**src/rtl/blsd_pkg.sv**
```systemverilog
`default_nettype none

package blsd_pkg;

  // Configuration register map (index = paddr / 4)
  localparam int CFG_ADDR_W = 5;
  localparam int CFG_IDX_W  = 3;
  localparam logic [CFG_IDX_W-1:0] REG_BASELINE   = 3'd0;
  localparam logic [CFG_IDX_W-1:0] REG_THRESHOLD  = 3'd1;
  localparam logic [CFG_IDX_W-1:0] REG_COOLDOWN   = 3'd2;
  localparam logic [CFG_IDX_W-1:0] REG_LONG_PRESS = 3'd3;
  localparam logic [CFG_IDX_W-1:0] REG_REPEAT     = 3'd4;

  localparam logic [15:0] RST_BASELINE   = 16'd4096;
  localparam logic [15:0] RST_THRESHOLD  = 16'd2048;
  localparam logic [15:0] RST_COOLDOWN   = 16'd500;
  localparam logic [15:0] RST_LONG_PRESS = 16'd500;
  localparam logic [15:0] RST_REPEAT     = 16'd150;

  // Event codes
  localparam logic [2:0] EV_NONE    = 3'd0;
  localparam logic [2:0] EV_POWER   = 3'd1;
  localparam logic [2:0] EV_SHAKE   = 3'd2;
  localparam logic [2:0] EV_A_PRESS = 3'd3;
  localparam logic [2:0] EV_A_LONG  = 3'd4;
  localparam logic [2:0] EV_B_PRESS = 3'd5;
  localparam logic [2:0] EV_B_LONG  = 3'd6;

  // Sequencer step counts
  localparam int SQ_STEPS   = 4;   // three squares plus the final accumulate
  localparam int ROOT_STEPS = 16;  // one result bit per step
  localparam int CNT_W      = 4;
  localparam logic [31:0] ROOT_BIT0 = 32'h4000_0000;

  typedef struct packed {
    logic [15:0] baseline_magnitude;
    logic [15:0] shake_limit;
    logic [15:0] shake_quiet_ms;
    logic [15:0] hold_long_ms;
    logic [15:0] hold_rep_ms;
  } cfg_t;

  typedef struct packed {
    logic [31:0]        now_ms;
    logic               power_clicked;
    logic               a_pressed;
    logic               a_released;
    logic               b_pressed;
    logic               b_released;
    logic signed [15:0] accel_x;
    logic signed [15:0] accel_y;
    logic signed [15:0] accel_z;
  } poll_t;

  // Controller to datapath
  typedef struct packed {
    logic       load;
    logic       sq_step;
    logic [1:0] sq_sel;
    logic       root_step;
    logic       check;
    logic       commit;
  } cmd_t;

  // Datapath to controller
  typedef struct packed {
    logic out_busy;
  } sts_t;

endpackage

`default_nettype wire

```
**src/rtl/blsd_poll_if.sv**
```systemverilog
`default_nettype none

interface blsd_poll_if;
  logic               valid;
  logic               ready;
  logic [31:0]        now_ms;
  logic               power_clicked;
  logic               a_pressed;
  logic               a_released;
  logic               b_pressed;
  logic               b_released;
  logic signed [15:0] accel_x;
  logic signed [15:0] accel_y;
  logic signed [15:0] accel_z;

  modport source (
    output valid, now_ms, power_clicked, a_pressed, a_released, b_pressed, b_released,
    output accel_x, accel_y, accel_z,
    input  ready
  );
  modport sink (
    input  valid, now_ms, power_clicked, a_pressed, a_released, b_pressed, b_released,
    input  accel_x, accel_y, accel_z,
    output ready
  );
endinterface

`default_nettype wire

```
**src/rtl/blsd_report_if.sv**
```systemverilog
`default_nettype none

interface blsd_report_if;
  logic       valid;
  logic       ready;
  logic [2:0] event_code;

  modport source (output valid, event_code, input ready);
  modport sink   (input valid, event_code, output ready);
endinterface

`default_nettype wire

```
**src/rtl/button_longpress_shake_event_detector_top.sv**
```systemverilog
// A request accepted in the idle state passes the squarer steps, the 16-step iterative square
// root, a compare and a decide state; the event is registered on commit, and decide waits while
// the output register is full. A new request is accepted only after the previous one commits.
// The output register holds a result while the next request is accepted.
// Synchronous active-high reset restores register defaults and clears button/shake state.
`default_nettype none

module button_longpress_shake_event_detector_top #(
  parameter int TIME_WIDTH = 32
) (
  input  wire logic                              clk,
  input  wire logic                              rst,
  input  wire logic                              psel,
  input  wire logic                              penable,
  input  wire logic                              pwrite,
  input  wire logic [blsd_pkg::CFG_ADDR_W-1:0]  paddr,
  input  wire logic [31:0]                       pwdata,
  output logic      [31:0]                       prdata,
  output logic                                   pready,
  blsd_poll_if.sink                              poll,
  blsd_report_if.source                          report
);

  blsd_pkg::cfg_t  cfg;
  blsd_pkg::poll_t poll_fields;
  blsd_pkg::cmd_t  cmd;
  blsd_pkg::sts_t  sts;
  logic            in_ready;
  logic            out_valid;
  logic [2:0]      out_code;

  // Pack request payload
  always_comb begin
    poll_fields.now_ms        = poll.now_ms;
    poll_fields.power_clicked = poll.power_clicked;
    poll_fields.a_pressed     = poll.a_pressed;
    poll_fields.a_released    = poll.a_released;
    poll_fields.b_pressed     = poll.b_pressed;
    poll_fields.b_released    = poll.b_released;
    poll_fields.accel_x       = poll.accel_x;
    poll_fields.accel_y       = poll.accel_y;
    poll_fields.accel_z       = poll.accel_z;
  end

  assign poll.ready        = in_ready;
  assign report.valid      = out_valid;
  assign report.event_code = out_code;

  blsd_cfg u_cfg (
    .clk     (clk),
    .rst     (rst),
    .psel    (psel),
    .penable (penable),
    .pwrite  (pwrite),
    .paddr   (paddr),
    .pwdata  (pwdata),
    .prdata  (prdata),
    .pready  (pready),
    .cfg     (cfg)
  );

  blsd_ctrl u_ctrl (
    .clk      (clk),
    .rst      (rst),
    .in_valid (poll.valid),
    .in_ready (in_ready),
    .cmd      (cmd),
    .sts      (sts)
  );

  blsd_dp #(
    .TIME_WIDTH (TIME_WIDTH)
  ) u_dp (
    .clk       (clk),
    .rst       (rst),
    .cfg       (cfg),
    .poll_in   (poll_fields),
    .cmd       (cmd),
    .sts       (sts),
    .out_ready (report.ready),
    .out_valid (out_valid),
    .out_code  (out_code)
  );

endmodule

`default_nettype wire

```
**src/rtl/blsd_cfg.sv**
```systemverilog
`default_nettype none

module blsd_cfg (
  input  wire logic                              clk,
  input  wire logic                              rst,
  input  wire logic                              psel,
  input  wire logic                              penable,
  input  wire logic                              pwrite,
  input  wire logic [blsd_pkg::CFG_ADDR_W-1:0]  paddr,
  input  wire logic [31:0]                       pwdata,
  output logic      [31:0]                       prdata,
  output logic                                   pready,
  output blsd_pkg::cfg_t                         cfg
);

  logic [blsd_pkg::CFG_IDX_W-1:0] idx;
  logic                           wr_en;

  assign idx    = paddr[blsd_pkg::CFG_ADDR_W-1:2];
  assign pready = 1'b1;
  assign wr_en  = psel && penable && pwrite;

  // Register writes
  always_ff @(posedge clk) begin
    if (rst) begin
      cfg.baseline_magnitude <= blsd_pkg::RST_BASELINE;
      cfg.shake_limit        <= blsd_pkg::RST_THRESHOLD;
      cfg.shake_quiet_ms     <= blsd_pkg::RST_COOLDOWN;
      cfg.hold_long_ms       <= blsd_pkg::RST_LONG_PRESS;
      cfg.hold_rep_ms        <= blsd_pkg::RST_REPEAT;
    end else if (wr_en) begin
      case (idx)
        blsd_pkg::REG_BASELINE:   cfg.baseline_magnitude <= pwdata[15:0];
        blsd_pkg::REG_THRESHOLD:  cfg.shake_limit        <= pwdata[15:0];
        blsd_pkg::REG_COOLDOWN:   cfg.shake_quiet_ms     <= pwdata[15:0];
        blsd_pkg::REG_LONG_PRESS: cfg.hold_long_ms       <= pwdata[15:0];
        blsd_pkg::REG_REPEAT:     cfg.hold_rep_ms        <= pwdata[15:0];
        default: ;
      endcase
    end
  end

  // Read mux
  always_comb begin
    case (idx)
      blsd_pkg::REG_BASELINE:   prdata = {16'd0, cfg.baseline_magnitude};
      blsd_pkg::REG_THRESHOLD:  prdata = {16'd0, cfg.shake_limit};
      blsd_pkg::REG_COOLDOWN:   prdata = {16'd0, cfg.shake_quiet_ms};
      blsd_pkg::REG_LONG_PRESS: prdata = {16'd0, cfg.hold_long_ms};
      blsd_pkg::REG_REPEAT:     prdata = {16'd0, cfg.hold_rep_ms};
      default:                  prdata = 32'd0;
    endcase
  end

endmodule

`default_nettype wire

```
**src/rtl/blsd_ctrl.sv**
```systemverilog
`default_nettype none

module blsd_ctrl (
  input  wire logic           clk,
  input  wire logic           rst,
  input  wire logic           in_valid,
  output logic                in_ready,
  output blsd_pkg::cmd_t      cmd,
  input  wire blsd_pkg::sts_t sts
);

  typedef enum logic [2:0] {
    S_IDLE,
    S_SQUARE,
    S_ROOT,
    S_CHECK,
    S_DECIDE
  } state_t;

  state_t                       state;
  logic [blsd_pkg::CNT_W-1:0]   cnt;

  // Sequencer: squares, root iterations, compare, decide
  always_ff @(posedge clk) begin
    if (rst) begin
      state <= S_IDLE;
      cnt   <= '0;
    end else begin
      case (state)
        S_IDLE: begin
          if (in_valid) begin
            state <= S_SQUARE;
            cnt   <= '0;
          end
        end
        S_SQUARE: begin
          if (cnt == blsd_pkg::CNT_W'(blsd_pkg::SQ_STEPS - 1)) begin
            state <= S_ROOT;
            cnt   <= '0;
          end else begin
            cnt <= cnt + 1'b1;
          end
        end
        S_ROOT: begin
          if (cnt == blsd_pkg::CNT_W'(blsd_pkg::ROOT_STEPS - 1)) begin
            state <= S_CHECK;
            cnt   <= '0;
          end else begin
            cnt <= cnt + 1'b1;
          end
        end
        S_CHECK: state <= S_DECIDE;
        S_DECIDE: begin
          if (!sts.out_busy) state <= S_IDLE;
        end
        default: state <= S_IDLE;
      endcase
    end
  end

  // Command decode
  always_comb begin
    in_ready      = (state == S_IDLE);
    cmd.load      = (state == S_IDLE) && in_valid;
    cmd.sq_step   = (state == S_SQUARE);
    cmd.sq_sel    = cnt[1:0];
    cmd.root_step = (state == S_ROOT);
    cmd.check     = (state == S_CHECK);
    cmd.commit    = (state == S_DECIDE) && !sts.out_busy;
  end

  a_busy_after_load: assert property (@(posedge clk) disable iff (rst)
    cmd.load |=> !in_ready)
    else $error("accepted a request while still busy");

  a_root_len: assert property (@(posedge clk) disable iff (rst)
    (state == S_ROOT && cnt == blsd_pkg::CNT_W'(blsd_pkg::ROOT_STEPS - 1)) |=> cmd.check)
    else $error("root iteration count wrong");

  a_commit_free: assert property (@(posedge clk) disable iff (rst)
    cmd.commit |-> !sts.out_busy)
    else $error("commit while output register full");

endmodule

`default_nettype wire

```
**src/rtl/blsd_dp.sv**
```systemverilog
`default_nettype none

module blsd_dp #(
  parameter int TIME_WIDTH = 32
) (
  input  wire logic            clk,
  input  wire logic            rst,
  input  wire blsd_pkg::cfg_t  cfg,
  input  wire blsd_pkg::poll_t poll_in,
  input  wire blsd_pkg::cmd_t  cmd,
  output blsd_pkg::sts_t       sts,
  input  wire logic            out_ready,
  output logic                 out_valid,
  output logic [2:0]           out_code
);

  localparam logic [1:0] BTN_NONE  = 2'd0;
  localparam logic [1:0] BTN_PRESS = 2'd1;
  localparam logic [1:0] BTN_LONG  = 2'd2;

  typedef struct packed {
    logic       held;
    logic       fired;
    logic       set_start;
    logic       set_last;
    logic [1:0] kind;
  } btn_res_t;

  // Button press / long press / repeat decision
  function automatic btn_res_t btn_poll(input logic pressed, input logic released,
                                        input logic held, input logic fired,
                                        input logic long_due, input logic rep_due);
    btn_res_t r;
    r.held      = held && !released;
    r.fired     = fired && !released;
    r.set_start = 1'b0;
    r.set_last  = 1'b0;
    r.kind      = BTN_NONE;
    if (pressed) begin
      r.held      = 1'b1;
      r.fired     = 1'b0;
      r.set_start = 1'b1;
      r.set_last  = 1'b1;
      r.kind      = BTN_PRESS;
    end else if (r.held && !r.fired && long_due) begin
      r.fired    = 1'b1;
      r.set_last = 1'b1;
      r.kind     = BTN_LONG;
    end else if (r.held && r.fired && rep_due) begin
      r.set_last = 1'b1;
      r.kind     = BTN_LONG;
    end
    return r;
  endfunction

  // Latched request
  logic [TIME_WIDTH-1:0] now_t;
  logic                  power, a_p, a_r, b_p, b_r;
  logic signed [15:0]    ax, ay, az;
  logic [63:0]           now_wide;

  // Magnitude datapath
  logic [31:0]        prod;
  logic [31:0]        rem;
  logic [31:0]        res;
  logic [31:0]        bitv;
  logic signed [15:0] sq_op;
  logic signed [31:0] sq_prod;
  logic [32:0]        trial;
  logic [15:0]        mag;
  logic [15:0]        dev;

  // Compare flags
  logic dev_hit, shake_ok, a_long_due, a_rep_due, b_long_due, b_rep_due;

  // Persistent state
  logic [TIME_WIDTH-1:0] last_shake_time;
  logic                  a_held, a_long_fired, b_held, b_long_fired;
  logic [TIME_WIDTH-1:0] a_hold_start, a_last_repeat, b_hold_start, b_last_repeat;

  // Decision
  btn_res_t   a_res, b_res;
  logic [2:0] code_next;
  logic       upd_shake, upd_a, upd_b;

  assign now_wide = {32'd0, poll_in.now_ms};

  always_ff @(posedge clk) begin
    if (cmd.load) begin
      now_t <= now_wide[TIME_WIDTH-1:0];
      power <= poll_in.power_clicked;
      a_p   <= poll_in.a_pressed;
      a_r   <= poll_in.a_released;
      b_p   <= poll_in.b_pressed;
      b_r   <= poll_in.b_released;
      ax    <= poll_in.accel_x;
      ay    <= poll_in.accel_y;
      az    <= poll_in.accel_z;
    end
  end

  // Shared squarer operand
  always_comb begin
    case (cmd.sq_sel)
      2'd0:    sq_op = ax;
      2'd1:    sq_op = ay;
      default: sq_op = az;
    endcase
  end

  assign sq_prod = sq_op * sq_op;
  assign trial   = {1'b0, res} + {1'b0, bitv};
  assign mag     = res[15:0];
  assign dev     = (mag > cfg.baseline_magnitude) ? (mag - cfg.baseline_magnitude)
                                                  : (cfg.baseline_magnitude - mag);

  // Sum of squares, then bit-pair integer square root
  always_ff @(posedge clk) begin
    if (cmd.load) begin
      prod <= '0;
      rem  <= '0;
      res  <= '0;
      bitv <= blsd_pkg::ROOT_BIT0;
    end else if (cmd.sq_step) begin
      prod <= sq_prod;
      rem  <= rem + prod;
    end else if (cmd.root_step) begin
      if ({1'b0, rem} >= trial) begin
        rem <= rem - trial[31:0];
        res <= (res >> 1) + bitv;
      end else begin
        res <= res >> 1;
      end
      bitv <= bitv >> 2;
    end
  end

  // Threshold and elapsed-time compares
  always_ff @(posedge clk) begin
    if (cmd.check) begin
      dev_hit    <= dev > cfg.shake_limit;
      shake_ok   <= (now_t - last_shake_time) > TIME_WIDTH'(cfg.shake_quiet_ms);
      a_long_due <= (now_t - a_hold_start)    > TIME_WIDTH'(cfg.hold_long_ms);
      a_rep_due  <= (now_t - a_last_repeat)   > TIME_WIDTH'(cfg.hold_rep_ms);
      b_long_due <= (now_t - b_hold_start)    > TIME_WIDTH'(cfg.hold_long_ms);
      b_rep_due  <= (now_t - b_last_repeat)   > TIME_WIDTH'(cfg.hold_rep_ms);
    end
  end

  // Priority: power, shake, button A, button B
  always_comb begin
    a_res     = btn_poll(a_p, a_r, a_held, a_long_fired, a_long_due, a_rep_due);
    b_res     = btn_poll(b_p, b_r, b_held, b_long_fired, b_long_due, b_rep_due);
    code_next = blsd_pkg::EV_NONE;
    upd_shake = 1'b0;
    upd_a     = 1'b0;
    upd_b     = 1'b0;
    if (power) begin
      code_next = blsd_pkg::EV_POWER;
    end else if (dev_hit && shake_ok) begin
      code_next = blsd_pkg::EV_SHAKE;
      upd_shake = 1'b1;
    end else begin
      upd_a = 1'b1;
      if (a_res.kind != BTN_NONE) begin
        code_next = (a_res.kind == BTN_PRESS) ? blsd_pkg::EV_A_PRESS : blsd_pkg::EV_A_LONG;
      end else begin
        upd_b = 1'b1;
        if (b_res.kind != BTN_NONE) begin
          code_next = (b_res.kind == BTN_PRESS) ? blsd_pkg::EV_B_PRESS
                                                : blsd_pkg::EV_B_LONG;
        end
      end
    end
  end

  // State update on commit
  always_ff @(posedge clk) begin
    if (rst) begin
      last_shake_time <= '0;
      a_held          <= 1'b0;
      a_long_fired    <= 1'b0;
      a_hold_start    <= '0;
      a_last_repeat   <= '0;
      b_held          <= 1'b0;
      b_long_fired    <= 1'b0;
      b_hold_start    <= '0;
      b_last_repeat   <= '0;
    end else if (cmd.commit) begin
      if (upd_shake) last_shake_time <= now_t;
      if (upd_a) begin
        a_held       <= a_res.held;
        a_long_fired <= a_res.fired;
        if (a_res.set_start) a_hold_start  <= now_t;
        if (a_res.set_last)  a_last_repeat <= now_t;
      end
      if (upd_b) begin
        b_held       <= b_res.held;
        b_long_fired <= b_res.fired;
        if (b_res.set_start) b_hold_start  <= now_t;
        if (b_res.set_last)  b_last_repeat <= now_t;
      end
    end
  end

  // Output register
  always_ff @(posedge clk) begin
    if (rst) begin
      out_valid <= 1'b0;
    end else if (cmd.commit) begin
      out_valid <= 1'b1;
    end else if (out_ready) begin
      out_valid <= 1'b0;
    end
  end

  always_ff @(posedge clk) begin
    if (cmd.commit) out_code <= code_next;
  end

  assign sts.out_busy = out_valid && !out_ready;

  a_commit_shows: assert property (@(posedge clk) disable iff (rst)
    cmd.commit |=> out_valid)
    else $error("result not presented after commit");

  a_code_range: assert property (@(posedge clk) disable iff (rst)
    out_valid |-> out_code <= blsd_pkg::EV_B_LONG)
    else $error("event code out of range");

  a_root_done: assert property (@(posedge clk) disable iff (rst)
    cmd.check |-> (bitv == '0 && res[31:16] == '0))
    else $error("square root not finished at compare");

endmodule

`default_nettype wire
```
**src/flat_wrapper.sv**
```systemverilog
// flat-port wrapper written by rule: the top's interface ports become plain ports
module button_longpress_shake_event_detector_top_flat 
#(
  parameter int TIME_WIDTH = 32
)
  (clk, rst, psel, penable, pwrite, paddr, pwdata, prdata, pready, poll_valid, poll_now_ms, poll_power_clicked, poll_a_pressed, poll_a_released, poll_b_pressed, poll_b_released, poll_accel_x, poll_accel_y, poll_accel_z, poll_ready, report_valid, report_event_code, report_ready);
  blsd_poll_if poll_i ();
  blsd_report_if report_i ();
  input  wire logic clk;
  input  wire logic rst;
  input  wire logic psel;
  input  wire logic penable;
  input  wire logic pwrite;
  input  wire logic [blsd_pkg::CFG_ADDR_W-1:0] paddr;
  input  wire logic [31:0] pwdata;
  output logic      [31:0] prdata;
  output logic pready;
  input wire logic [$bits(poll_i.valid)-1:0] poll_valid;
  input wire logic [$bits(poll_i.now_ms)-1:0] poll_now_ms;
  input wire logic [$bits(poll_i.power_clicked)-1:0] poll_power_clicked;
  input wire logic [$bits(poll_i.a_pressed)-1:0] poll_a_pressed;
  input wire logic [$bits(poll_i.a_released)-1:0] poll_a_released;
  input wire logic [$bits(poll_i.b_pressed)-1:0] poll_b_pressed;
  input wire logic [$bits(poll_i.b_released)-1:0] poll_b_released;
  input wire logic [$bits(poll_i.accel_x)-1:0] poll_accel_x;
  input wire logic [$bits(poll_i.accel_y)-1:0] poll_accel_y;
  input wire logic [$bits(poll_i.accel_z)-1:0] poll_accel_z;
  output wire logic [$bits(poll_i.ready)-1:0] poll_ready;
  output wire logic [$bits(report_i.valid)-1:0] report_valid;
  output wire logic [$bits(report_i.event_code)-1:0] report_event_code;
  input wire logic [$bits(report_i.ready)-1:0] report_ready;
  assign poll_i.valid = poll_valid;
  assign poll_i.now_ms = poll_now_ms;
  assign poll_i.power_clicked = poll_power_clicked;
  assign poll_i.a_pressed = poll_a_pressed;
  assign poll_i.a_released = poll_a_released;
  assign poll_i.b_pressed = poll_b_pressed;
  assign poll_i.b_released = poll_b_released;
  assign poll_i.accel_x = poll_accel_x;
  assign poll_i.accel_y = poll_accel_y;
  assign poll_i.accel_z = poll_accel_z;
  assign poll_ready = poll_i.ready;
  assign report_valid = report_i.valid;
  assign report_event_code = report_i.event_code;
  assign report_i.ready = report_ready;
  button_longpress_shake_event_detector_top #(.TIME_WIDTH(TIME_WIDTH)) u_core (.clk(clk), .rst(rst), .psel(psel), .penable(penable), .pwrite(pwrite), .paddr(paddr), .pwdata(pwdata), .prdata(prdata), .pready(pready), .poll(poll_i), .report(report_i));
endmodule
```
**config.mk**
```make
export PLATFORM = sky130hd
export DESIGN_NAME = button_longpress_shake_event_detector_top_flat
export DESIGN_NICKNAME = d
export VERILOG_FILES = /design/src/rtl/blsd_pkg.sv /design/src/rtl/blsd_poll_if.sv /design/src/rtl/blsd_report_if.sv /design/src/rtl/button_longpress_shake_event_detector_top.sv /design/src/rtl/blsd_cfg.sv /design/src/rtl/blsd_ctrl.sv /design/src/rtl/blsd_dp.sv /design/src/flat_wrapper.sv
export SDC_FILE = /design/constraint.sdc
export NUM_CORES = 2
export LEC_CHECK = 0
export ABC_AREA = 1
export BUFFER_PORTS_ARGS = -buffer_cell sky130_fd_sc_hd__buf_2
export CORE_MARGIN = 5
export CORE_UTILIZATION = 60
export CTS_CLUSTER_DIAMETER = 80
export CTS_CLUSTER_SIZE = 14
export DETAILED_ROUTE_END_ITERATION = 8
export HOLD_SLACK_MARGIN = 0.12
export PLACE_DENSITY_LB_ADDON = 0.3
export SYNTH_ARGS = -nofsm -noshare
export SYNTH_HDL_FRONTEND = slang
export SYNTH_SLANG_ARGS = --single-unit
```
**constraint.sdc**
```tcl
create_clock -name clk -period 9.8 [get_ports clk]
set_clock_uncertainty 0.15 [all_clocks]
set_input_delay 1.96 -clock clk [delete_from_list [all_inputs] [get_ports clk]]
set_output_delay 1.96 -clock clk [all_outputs]
set_load 0.01 [all_outputs]
```
==> impl_metrics.ini <==
[status]
status = finished, final reports clean

[critical_path]
crit_arrival_ns = 8.66
crit_type = flip-flop to flip-flop
cp-end-kind = flip-flop
cp.required_ns = 10.16
cp_max_fo = 17
start_kind = flip-flop

[routing]
route.vias.total = 39800
ant_nets = 0
first_pass_iters = 5
wl_per_cell_um = 17.0
drc_errors = 0
drt_iter0_markers = 2911
wl_um = 120000
viasPerCell = 5.62

[clocking]
path_clk_slew_ns = 0.07
cts_root_buf = clkbuf_16
cts_buffer_depth = 3
numClockSinks = 457
numCtsBuffers = 43
cts_setup_buffers = 0
clk_latency_ns = 0.62
hold_buffers = 0
ctsHtreeMaxLevel = 2
cts_tree = built
ctsResizeCount = 0

[layout]
syn2layout_area_growth_pct = 6.44
nets = 6928
drive_gt1_share_pct = 4.71
layout.area.seq_mm2 = 0.0101
multi_input_area_mm2 = 0.0291
fillers = 6616
instances_no_fill = 7079
utilization_pct = 64.2

[placement]
hpwl_um = 95200
place.gp.congestion = 0.972
dp.cells = 7000
port_buffers = 131

[synth]
avgSynthCellArea_um2 = 7.28
syn_inst = 6036
yosys.area.top_type_share_pct = 16.5
async_reset_ff_share_pct = 0
synth_largest_area_cell = dfxtp_1
synth_top_flop_cell = dfxtp_1
syn-cell-area_mm2 = 0.0439
synth_edf_count = 94
synth.ff_latch_count = 457
yosysUniqueCellTypes = 65
yosys_warnings = 0
ys_seq_area_share_pct = 23.0
synth_area_leaders = dfxtp_1 17%, ha_1 13%, fa_1 11%

[timing]
fin_crit_sh_pct = 84.7
worst_pin_slew_ns = 1.33
rsz0062_at_grt = false
slew_violations = 0
post-route-min-period_ns = 8.30
finalSetupViolations = 0
relSlewSlack_pct = 11.5
fmax_mhz = 120
setup-tns-final_ns = 0
hold_viol_final = 0

[die]
core_area_mm2 = 0.0728
io_pins = 167
die_w_um = 281
dieArea_mm2 = 0.0787
start_util_pct = 60.3
die_h_um = 281
row_count = 99

[global_routing]
grt_max_degree = 133
grt_use_total_pct = 30.1
gr-total-overflow = 0
grt_pass1_wl_um = 195000
antenna_found_initial = 9
first_global_vias = 38200

[flow_run]
drv_cap = 0

[min_path]
hold_path.class = flip-flop to flip-flop
-- cell usage after synthesis (3+ instances only) --
cell and instances:
a211oi_1 18, a21boi_0 7, a21o_1 39, a21oi_1 693
a221oi_1 14, a22o_1 14, a31o_2 6, a31oi_1 33
a41oi_1 4, and2_1 4, buf_1 6, buf_2 12
buf_4 17, clkbuf_1 139, clkinv_1 8, dfxtp_1 363
edfxtp_1 94, fa_1 240, ha_1 473, inv_1 1059
inv_2 14, mux2i_1 5, nand2_1 1047, nand2_2 11
nand3_1 193, nand3_2 3, nand3b_1 8, nand4_1 74
nor2_1 403, nor3_1 62, nor3b_1 5, nor4_1 15
o2111ai_1 7, o211ai_1 34, o21a_1 19, o21ai_0 490
o21ai_1 24, o21bai_1 53, o221a_2 3, o221ai_1 13
o22ai_1 10, o31ai_1 8, or2_2 4, xnor2_1 99
xor2_1 160
-- final cells by class --
type	count	share of cell area, %
Multi-Input combinational cell	4339	62.3
Inverter	1081	8.69
Sequential cell	457	21.6
Antenna cell	6	0.0321
Timing Repair Buffer	164	1.93
Clock inverter	16	0.407
Tap cell	959	2.57
Clock buffer	57	2.50
-- sequential cells by signal, summed over array words and instances, names as in the netlist, 32 cells and up --
| signal | cells |
|---|---|
| u_core.u_cfg.cfg | 80 |
| u_core.u_dp.a_hold_start | 32 |
| u_core.u_dp.a_last_repeat | 32 |
| u_core.u_dp.b_hold_start | 32 |
| u_core.u_dp.b_last_repeat | 32 |
| u_core.u_dp.last_shake_time | 32 |
| u_core.u_dp.now_t | 32 |
| u_core.u_dp.rem | 32 |
| u_core.u_dp.res | 32 |
-- worst paths after layout --
kind	cells past startpoint	startpoint	end	slack, ns
worst max-delay path	26	u_core.u_ctrl.cnt[0]$_SDFFE_PP0P_	u_core.u_dp.prod[28]$_SDFFE_PP0P_	1.50
worst min-delay path	2	u_core.u_dp.last_shake_time[27]$_SDFFE_PP0P_	u_core.u_dp.last_shake_time[27]$_SDFFE_PP0P_	0.31
worst min register to register	2	u_core.u_dp.last_shake_time[27]$_SDFFE_PP0P_	u_core.u_dp.last_shake_time[27]$_SDFFE_PP0P_	0.31
worst max register to register	26	u_core.u_ctrl.cnt[0]$_SDFFE_PP0P_	u_core.u_dp.prod[28]$_SDFFE_PP0P_	1.50
-- stage by stage --
step,area [µm²],setup slack (ns),hold WS (ns)
after CTS,46700,1.55,0.310
after global routing,46700,0.871,0.321
final,46800,1.50,0.306
after detailed placement,45400,1.57,0.301
after global placement,45400,1.66,0.293
after floorplan,44000,2.66,0.275
-- worst max-delay path: stages (launching register included) --
cell and delay [ns]:
dfxtp_1 0.35, inv_1 0.09, ha_1 0.67, nor2_1 0.15, a21oi_1 0.48, inv_1 0.43, nand2_1 0.25, inv_1 0.09
fa_1 0.62, fa_1 0.90, fa_1 0.53, fa_1 0.50, fa_1 0.49, inv_1 0.05, fa_1 0.48, inv_1 0.04
ha_1 0.38, a21oi_1 0.16, inv_1 0.07, a31oi_1 0.19, nor2_1 0.07, a311oi_1 0.42, o211ai_1 0.20, a21oi_1 0.15
o21ai_0 0.11, o211ai_1 0.09, inv_1 0.06
-- cell families after synthesis --
kind of cell,Yosys count,synth area share (%)
mux,6,0.140
other cells,2,0.0171
flops,457,23.0
buf+inv,1255,10.9
compound gates,1498,18.8
simple gates,1842,17.4
fa+ha+maj,713,24.4
xor+xnor,263,5.34
-- per-layer routing --
layer	GRT usage, %	vias up	wire length (µm)
met1	38.8	18500	51500
met4	11.5	2	5300
li1	-	19900	-
met3	4.23	280	6930
met2	51.5	1119	56500
met5	0	-	13
-- cell usage in the layout, fill, tap and decap left out, drive strengths merged, types with 18 or more instances in the layout --
cell type / n
xnor2: 101
o21ai: 514
ha: 473
inv: 1078
o21a: 19
buf: 164
clkbuf: 57
a21oi: 693
a21o: 39
a31oi: 33
fa: 240
nor2: 407
a211oi: 18
nor3: 64
o21bai: 53
nand3: 196
xor2: 162
nand2: 1060
o211ai: 34
nand4: 74
dfxtp: 363
edfxtp: 94
Power is left out: the tool's default activity adds up to more than one toggle a clock period on the data nets, which glitch-free logic cannot reach.
